### src/rtl/itrc_pkg.sv
// ----------------------------------------------------------------------------
// itrc_pkg
// Shared types, sizes and character codes for the integer-to-text converter.
// ----------------------------------------------------------------------------
`default_nettype none

package itrc_pkg;

  localparam int VALUE_WIDTH = 64;
  localparam int GROUP_SIZE  = 3;
  localparam int STEP_BITS   = 8;

  // worst case: every bit a digit, a comma per full group, one sign
  localparam int STORE_DEPTH = VALUE_WIDTH + (VALUE_WIDTH - 1) / GROUP_SIZE + 1;
  localparam int IDX_W       = $clog2(STORE_DEPTH + 1);
  localparam int ADDR_W      = $clog2(STORE_DEPTH);
  localparam int DIV_STEPS   = (VALUE_WIDTH + STEP_BITS - 1) / STEP_BITS;
  localparam int QUOT_W      = DIV_STEPS * STEP_BITS;
  localparam int STEP_CW     = (DIV_STEPS > 1) ? $clog2(DIV_STEPS) : 1;
  localparam int GRP_W       = $clog2(GROUP_SIZE);
  localparam int BASE_W      = 6;

  localparam logic [BASE_W-1:0] BASE_MIN = 6'd2;
  localparam logic [BASE_W-1:0] BASE_MAX = 6'd36;
  localparam logic [BASE_W-1:0] BASE_DEC = 6'd10;

  localparam logic [7:0] CH_ZERO    = 8'h30;
  localparam logic [7:0] CH_UPPER_A = 8'h41;
  localparam logic [7:0] CH_LOWER_A = 8'h61;
  localparam logic [7:0] CH_COMMA   = 8'h2C;
  localparam logic [7:0] CH_MINUS   = 8'h2D;
  localparam logic [7:0] CH_PLUS    = 8'h2B;

  typedef logic [7:0] char_t;

  typedef enum logic [2:0] {
    S_IDLE,
    S_DIV,
    S_COMMA,
    S_SIGN,
    S_FETCH
  } state_t;

  // digit value 0..35 to its ASCII glyph
  function automatic char_t digit_glyph(input logic [BASE_W-1:0] d, input logic lower);
    char_t base_ch;
    base_ch = lower ? CH_LOWER_A : CH_UPPER_A;
    if (d < BASE_DEC) begin
      digit_glyph = CH_ZERO + 8'(d);
    end else begin
      digit_glyph = base_ch + 8'(d) - 8'(BASE_DEC);
    end
  endfunction

endpackage

`default_nettype wire

### src/rtl/integer_to_text_radix_converter_top.sv
// ----------------------------------------------------------------------------
// integer_to_text_radix_converter_top
// Converts one value per request to ASCII text in radix 2..36 or signed
// decimal, with optional digit grouping, up to two characters per result.
// ----------------------------------------------------------------------------
//  channel  | handshake            | payload
//  ---------+----------------------+---------------------------------------------
//  in_      | in_valid / in_ready  | number_bits, signed_mode, digit_base,
//           |                      | lower_letters, group_commas, show_plus
//  out_     | out_valid / out_ready| char_first, char_second, char_count,
//           |                      | last_chunk
//
//  a request is accepted in S_IDLE, then runs long division per digit (S_DIV),
//  a comma per group (S_COMMA), the sign (S_SIGN) and one fetch per result (S_FETCH).
//  the long division takes STEP_BITS quotient bits a cycle, which sets the rate.
//  in_ready is high only between conversions; the last result may still wait.
//  out_ready low holds the result registers and pauses the text read-out.
//  rst_n is synchronous; the text store is not cleared, it is written before read.
`default_nettype none

module integer_to_text_radix_converter_top (
  input  wire logic        clk,
  input  wire logic        rst_n,

  input  wire logic        in_valid,
  output logic             in_ready,
  input  wire logic [63:0] in_number_bits,
  input  wire logic        in_signed_mode,
  input  wire logic [5:0]  in_digit_base,
  input  wire logic        in_lower_letters,
  input  wire logic        in_group_commas,
  input  wire logic        in_show_plus,

  output logic             out_valid,
  input  wire logic        out_ready,
  output logic [7:0]       out_char_first,
  output logic [7:0]       out_char_second,
  output logic [1:0]       out_char_count,
  output logic             out_last_chunk
);

  localparam int VW = itrc_pkg::VALUE_WIDTH;
  localparam int QW = itrc_pkg::QUOT_W;
  localparam int SB = itrc_pkg::STEP_BITS;
  localparam int BW = itrc_pkg::BASE_W;
  localparam int IW = itrc_pkg::IDX_W;
  localparam int AW = itrc_pkg::ADDR_W;
  localparam int CW = itrc_pkg::STEP_CW;
  localparam int GW = itrc_pkg::GRP_W;

  itrc_pkg::state_t state_r, state_nxt;

  // control
  logic            out_valid_r, out_valid_nxt;
  logic [CW-1:0]   step_r, step_nxt;
  logic [IW-1:0]   idx_r, idx_nxt;
  logic [IW-1:0]   pos_r, pos_nxt;
  logic [GW-1:0]   grp_r, grp_nxt;

  // per-request payload
  logic [QW-1:0]   quot_r, quot_nxt;
  logic [BW-1:0]   rem_r, rem_nxt;
  logic [BW-1:0]   base_r, base_nxt;
  logic            lower_r, lower_nxt;
  logic            commas_r, commas_nxt;
  logic            has_sign_r, has_sign_nxt;
  itrc_pkg::char_t sign_ch_r, sign_ch_nxt;
  logic            out_pair_r, out_pair_nxt;
  logic            out_last_r, out_last_nxt;
  itrc_pkg::char_t out_first_r, out_second_r;

  // text store
  itrc_pkg::char_t store_mem [itrc_pkg::STORE_DEPTH];
  logic            wr_en;
  logic [AW-1:0]   wr_addr;
  itrc_pkg::char_t wr_data;
  logic            rd_en;
  logic [AW-1:0]   rd_addr_a, rd_addr_b;

  // datapath terms
  logic [SB-1:0]   chunk;
  logic [SB-1:0]   qbits;
  logic [BW:0]     trial;
  logic [BW-1:0]   rem_step;
  logic [QW-1:0]   quot_step;
  logic            digit_done;
  logic            quot_zero;
  logic            comma_due;
  logic            in_fire;
  logic            fetch_fire;
  logic [IW-1:0]   idx_dec;
  logic [IW-1:0]   pos_b;
  logic [IW-1:0]   chars_left;
  logic            left_pair;
  logic            left_last;
  logic [VW-1:0]   in_value;
  logic            in_neg;
  logic [VW-1:0]   in_mag;
  logic [BW-1:0]   in_base;

  assign in_ready   = (state_r == itrc_pkg::S_IDLE);
  assign in_fire    = in_valid && in_ready;
  assign fetch_fire = (state_r == itrc_pkg::S_FETCH) && (!out_valid_r || out_ready);

  assign out_valid       = out_valid_r;
  assign out_char_first  = out_first_r;
  assign out_char_second = out_pair_r ? out_second_r : 8'h00;
  assign out_char_count  = out_pair_r ? 2'd2 : 2'd1;
  assign out_last_chunk  = out_last_r;

  // request decode: sign, magnitude and effective radix
  always_comb begin
    in_value = in_number_bits[VW-1:0];
    in_neg   = in_signed_mode && in_value[VW-1];
    in_mag   = in_neg ? (~in_value + 1'b1) : in_value;
    if (in_signed_mode) begin
      in_base = itrc_pkg::BASE_DEC;
    end else if (in_digit_base < itrc_pkg::BASE_MIN) begin
      in_base = itrc_pkg::BASE_MIN;
    end else if (in_digit_base > itrc_pkg::BASE_MAX) begin
      in_base = itrc_pkg::BASE_MAX;
    end else begin
      in_base = in_digit_base;
    end
  end

  // one slice of long division: STEP_BITS restoring steps on a narrow remainder
  always_comb begin
    chunk = quot_r[QW-1 -: SB];
    qbits = '0;
    trial = '0;
    rem_step = rem_r;
    for (int i = 0; i < SB; i++) begin
      trial = {rem_step, chunk[SB-1-i]};
      if (trial >= {1'b0, base_r}) begin
        trial = trial - {1'b0, base_r};
        qbits[SB-1-i] = 1'b1;
      end
      rem_step = trial[BW-1:0];
    end
    quot_step  = (quot_r << SB) | QW'(qbits);
    digit_done = (state_r == itrc_pkg::S_DIV) && (step_r == CW'(itrc_pkg::DIV_STEPS - 1));
    quot_zero  = (quot_step == '0);
    comma_due  = commas_r && !quot_zero && (grp_r == GW'(itrc_pkg::GROUP_SIZE - 1));
  end

  // read-out position
  always_comb begin
    idx_dec    = idx_r - 1'b1;
    pos_b      = pos_r + 1'b1;
    chars_left = IW'(itrc_pkg::STORE_DEPTH) - pos_r;
    left_pair  = (chars_left >= IW'(2));
    left_last  = (chars_left <= IW'(2));
    rd_addr_a  = pos_r[AW-1:0];
    rd_addr_b  = (pos_b < IW'(itrc_pkg::STORE_DEPTH)) ? pos_b[AW-1:0] : pos_r[AW-1:0];
  end

  // next state
  always_comb begin
    state_nxt = state_r;
    unique case (state_r)
      itrc_pkg::S_IDLE: begin
        if (in_valid) state_nxt = itrc_pkg::S_DIV;
      end
      itrc_pkg::S_DIV: begin
        if (digit_done) begin
          if (quot_zero) state_nxt = itrc_pkg::S_SIGN;
          else if (comma_due) state_nxt = itrc_pkg::S_COMMA;
        end
      end
      itrc_pkg::S_COMMA: state_nxt = itrc_pkg::S_DIV;
      itrc_pkg::S_SIGN:  state_nxt = itrc_pkg::S_FETCH;
      itrc_pkg::S_FETCH: begin
        if (fetch_fire && left_last) state_nxt = itrc_pkg::S_IDLE;
      end
      default: state_nxt = itrc_pkg::S_IDLE;
    endcase
  end

  // outputs and datapath
  always_comb begin
    quot_nxt     = quot_r;
    rem_nxt      = rem_r;
    step_nxt     = step_r;
    idx_nxt      = idx_r;
    pos_nxt      = pos_r;
    grp_nxt      = grp_r;
    base_nxt     = base_r;
    lower_nxt    = lower_r;
    commas_nxt   = commas_r;
    has_sign_nxt = has_sign_r;
    sign_ch_nxt  = sign_ch_r;
    out_pair_nxt = out_pair_r;
    out_last_nxt = out_last_r;
    wr_en        = 1'b0;
    wr_addr      = idx_dec[AW-1:0];
    wr_data      = itrc_pkg::CH_COMMA;
    rd_en        = 1'b0;
    out_valid_nxt = out_valid_r && !out_ready;

    unique case (state_r)
      itrc_pkg::S_IDLE: begin
        if (in_valid) begin
          quot_nxt     = QW'(in_mag);
          rem_nxt      = '0;
          step_nxt     = '0;
          grp_nxt      = '0;
          idx_nxt      = IW'(itrc_pkg::STORE_DEPTH);
          base_nxt     = in_base;
          lower_nxt    = in_lower_letters && !in_signed_mode;
          commas_nxt   = in_group_commas;
          has_sign_nxt = in_neg || (in_signed_mode && in_show_plus);
          sign_ch_nxt  = in_neg ? itrc_pkg::CH_MINUS : itrc_pkg::CH_PLUS;
        end
      end
      itrc_pkg::S_DIV: begin
        quot_nxt = quot_step;
        rem_nxt  = rem_step;
        step_nxt = step_r + 1'b1;
        if (digit_done) begin
          step_nxt = '0;
          rem_nxt  = '0;
          wr_en    = 1'b1;
          wr_data  = itrc_pkg::digit_glyph(rem_step, lower_r);
          idx_nxt  = idx_dec;
          grp_nxt  = (grp_r == GW'(itrc_pkg::GROUP_SIZE - 1)) ? '0 : grp_r + 1'b1;
        end
      end
      itrc_pkg::S_COMMA: begin
        wr_en   = 1'b1;
        idx_nxt = idx_dec;
      end
      itrc_pkg::S_SIGN: begin
        wr_en   = has_sign_r;
        wr_data = sign_ch_r;
        idx_nxt = has_sign_r ? idx_dec : idx_r;
        pos_nxt = has_sign_r ? idx_dec : idx_r;
      end
      itrc_pkg::S_FETCH: begin
        if (fetch_fire) begin
          rd_en         = 1'b1;
          out_valid_nxt = 1'b1;
          out_pair_nxt  = left_pair;
          out_last_nxt  = left_last;
          pos_nxt       = left_pair ? pos_r + IW'(2) : pos_b;
        end
      end
      default: ;
    endcase
  end

  always_ff @(posedge clk) begin
    if (!rst_n) begin
      state_r     <= itrc_pkg::S_IDLE;
      out_valid_r <= 1'b0;
      step_r      <= '0;
      idx_r       <= '0;
      pos_r       <= '0;
      grp_r       <= '0;
    end else begin
      state_r     <= state_nxt;
      out_valid_r <= out_valid_nxt;
      step_r      <= step_nxt;
      idx_r       <= idx_nxt;
      pos_r       <= pos_nxt;
      grp_r       <= grp_nxt;
    end
  end

  always_ff @(posedge clk) begin
    quot_r     <= quot_nxt;
    rem_r      <= rem_nxt;
    base_r     <= base_nxt;
    lower_r    <= lower_nxt;
    commas_r   <= commas_nxt;
    has_sign_r <= has_sign_nxt;
    sign_ch_r  <= sign_ch_nxt;
    out_pair_r <= out_pair_nxt;
    out_last_r <= out_last_nxt;
  end

  // text store: one write port, two registered read ports
  always_ff @(posedge clk) begin
    if (wr_en) begin
      store_mem[wr_addr] <= wr_data;
    end
  end

  always_ff @(posedge clk) begin
    if (rd_en) begin
      out_first_r  <= store_mem[rd_addr_a];
      out_second_r <= store_mem[rd_addr_b];
    end
  end

  // a new request always starts at the first slice of the first digit
  a_start_div: assert property (@(posedge clk) disable iff (!rst_n)
    in_fire |=> (state_r == itrc_pkg::S_DIV) && (step_r == '0))
    else $error("request did not start a fresh division");

  // the store is sized so text never runs off its low end
  a_no_underflow: assert property (@(posedge clk) disable iff (!rst_n)
    (state_r == itrc_pkg::S_DIV || state_r == itrc_pkg::S_COMMA) |-> (idx_r != '0))
    else $error("text store overflow");

  // a fetch always presents a result on the next cycle
  a_fetch_shows: assert property (@(posedge clk) disable iff (!rst_n)
    fetch_fire |=> out_valid_r)
    else $error("fetched result not presented");

  // fetching the last result ends the conversion
  a_last_idle: assert property (@(posedge clk) disable iff (!rst_n)
    (fetch_fire && left_last) |=> (state_r == itrc_pkg::S_IDLE) && out_last_r)
    else $error("last result did not end conversion");

endmodule

`default_nettype wire

### config.mk
export PLATFORM = sky130hd
export DESIGN_NAME = integer_to_text_radix_converter_top
export DESIGN_NICKNAME = d
export VERILOG_FILES = /design/src/rtl/itrc_pkg.sv /design/src/rtl/integer_to_text_radix_converter_top.sv
export SDC_FILE = /design/constraint.sdc
export NUM_CORES = 2
export LEC_CHECK = 0
export BUFFER_PORTS_ARGS = -buffer_cell sky130_fd_sc_hd__buf_2
export CORE_AREA = 3 3 347 315
export CTS_CLUSTER_SIZE = 8
export DETAILED_ROUTE_END_ITERATION = 7
export DIE_AREA = 0 0 350 318
export PLACE_DENSITY = 0.52
export SYNTH_ARGS = -nofsm -noshare
export SYNTH_HDL_FRONTEND = slang
export SYNTH_SLANG_ARGS = --single-unit
export TNS_END_PERCENT = 50
### constraint.sdc
create_clock -name clk -period 70.4 [get_ports clk]
set_input_delay 14.08 -clock clk [delete_from_list [all_inputs] [get_ports clk]]
set_output_delay 14.08 -clock clk [all_outputs]
set_load 0.02 [all_outputs]
==> out/results.txt <==
Post-CTS setup buffers: 0
Number of synthesized flops with an enable pin: 787
Tcrit/Tclk final: 0.3071
Via count: 26101
Final Setup Violations: 0
Die Ht: 318 um
Routed wire per std cell: 27.98 um
Post-Syn Nets: 2960
TritonCTS Buffers: 112
Critical Path RT: 70740 ps
Area Overhead vs Synth: 12.16%
Root buf cell: clkbuf_16
DP Cell Count: 4158
Yosys warning count: 0
Critical path buffer and inverter count: 11
Share of cells above drive strength 1: 0.2281
Fin. max-slew vios: 0
Ports: 99
CTS tree: built
Gr ovfl total: 0
Final #Nets: 3042
Post-route ant nets: 0
Maximum level of the CTS H-tree: 3
Number of global-route vias before repair: 26853
Most common flop cell mapped by yosys: edfxtp_1
Post-synthesis cell area: 42200 um2
DR vias/cell: 6.070
Cell row count: 113
Hold/Removal Path Class: register to register
Synth Area per Inst: 15.02 um2
Most used cell, CP: o21ai_0
Diode count: 0
F_max: 46.25 MHz
Synth area leader: edfxtp_1
Setup crit start kind: register
CP arrival: 21960 ps
Initial core utilization: 0.3996
Max Root-Sink Buffers: 3
Worst slew pin tran: 1329 ps
Status: finished, final reports clean
FFs w/ async S/R, synth: 0
CP max stage delay: 810 ps
Synth top area share: 0.5600
Critical Path Fanout Max: 86
Slowest stage cell, crit path: edfxtp_1
Buffers on Ports: 98
Unrepaired setup endpoints after global routing: no
DRT Wirelength: 120300 um
Tmin final: 21620 ps
Register bit total from synthesis: 810
Initial antenna violation count: 3
DRT iter0 DRCs: 2421
Final HPWL DP: 76720 um
Crit path kind: register to register
Skew-Pair Late Insertion Delay: 680 ps
# clock sinks: 810
Die width: 350 um
Delay-heaviest family, CP: compound AO/OA/AOI/OAI gates
Clk slew on worst S/H paths: 50 ps
CP endpoint kind: register
Final WS setup: 48780 ps
Sequential fraction of the synthesis area: 0.5709
Synth unique cells: 81
GRT Util Overall: 0.2157
Top post-synthesis cells by count: 787 x edfxtp_1, 346 x mux4_2, 187 x nor2_1
Final Non-Filler Cells: 4300
Largest net degree at the start of global routing: 137
Core area: 105600 um2
Wire length of the first global-routing pass: 178600 um
Setup_tns: 0 ps
Most common cell in the synthesized netlist: edfxtp_1
Post_cts resized: 0
Pre-CTS WS: 49120 ps
Slew HR: 0.08850
DRC Markers: 0
Gpl congestion: 0.8357
Clock Skew: 22.95 ps
First-pass DRT Iterations: 6
Hold Violations, Final: 0
Gate Count Post-Synth: 2810
Synth top area cells: edfxtp_1 56%, mux4_2 18%, mux2i_1 3.4%
Max Cap Viol: 0
DIE AREA: 111300 um2
Hold-fix buffers at CTS: 0
==> worst min-delay path, delay by kind of cell (launching register included) <==
kind,cells,cell delay (ps)
flops,1,320
compound gates,1,120
simple gates,1,50
==> routing by layer <==
metal  track usage  vias up  share of wire
met5             0        -              0
met4       0.04784        0          0.020
met3       0.04322      172          0.069
met2        0.3429      932           0.47
met1        0.3072    13587           0.44
li1              -    11410              -
==> stage by stage <==
stage          hold slack [ps]  utilization  area, um2
2_1_floorplan            502.0            -      42200
3_3_place_gp             516.7       0.4190      44260
3_5_place_dp             537.5       0.4190      44260
4_1_cts                  540.9       0.4482      47330
5_1_grt                  580.5       0.4482      47330
6_report                 541.9       0.4482      47330
==> path summary, 6_finish.rpt <==
check,end,slack [ps],depth (start not counted),startpoint
setup / recovery,store_mem[0][4],48780,84,base_r[1]
hold / removal,grp_r[0],540,2,grp_r[0]
setup reg to reg,store_mem[0][4],48780,84,base_r[1]
hold reg to reg,grp_r[0],540,2,grp_r[0]
==> kinds of logic after synthesis <==
logic type                 share of synthesized area
DFF                                           0.5709
and+or+nand+nor                              0.06570
muxes                                         0.2238
AOI/OAI and AO/OA                            0.07228
buffers and inverters                        0.02233
xor gates and xnor gates                     0.02221
adders and majority gates                    0.02277
==> registers in the layout, indices dropped and copies added (netlist names) <==
name,cells
has_sign_r,1
sign_ch_r,2
out_last_chunk,1
store_mem,688
step_r,3
commas_r,1
out_valid,1
out_pair_r,1
state_r,3
grp_r,2
idx_r,7
pos_r,7
rem_r,6
base_r,6
lower_r,1
out_second_r,8
out_char_first,8
quot_r,64
==> cell usage in the layout, fill, tap and decap left out, types with 9 or more instances in the layout <==
master       n
clkbuf_16  115
a21oi_1    101
mux2_2      17
nor3_1      37
o221ai_1    16
nand2b_1    26
mux2i_1    142
inv_1       70
dfxtp_1     18
mux4_2     346
xor2_1      42
nand3_1     25
buf_4       40
and2_1      23
o311ai_0    10
a21boi_0     9
a21o_1      11
edfxtp_1   787
clkbuf_1    20
a211oi_1    34
o21a_1      13
o22ai_1     22
buf_2       98
nand2_1    177
nor2_1     187
nor2b_1     36
o31ai_1     14
nor4_1      22
ha_1        64
o21ai_0    166
and3_1      13
xnor2_1     61
==> area by class of cell <==
cell class / count / area, um2
repair buffers: 141 / 850.8
clock inverters: 6 / 110.1
well taps: 1380 / 1727
multi-input cells: 1756 / 17310
flip-flops and latches: 810 / 24110
inverters: 71 / 266.5
fillers: 9181 / 58280
clock buffers: 136 / 2967
Power is left out: the tool's default activity adds up to more than one toggle a clock period on the data nets, which glitch-free logic cannot reach.
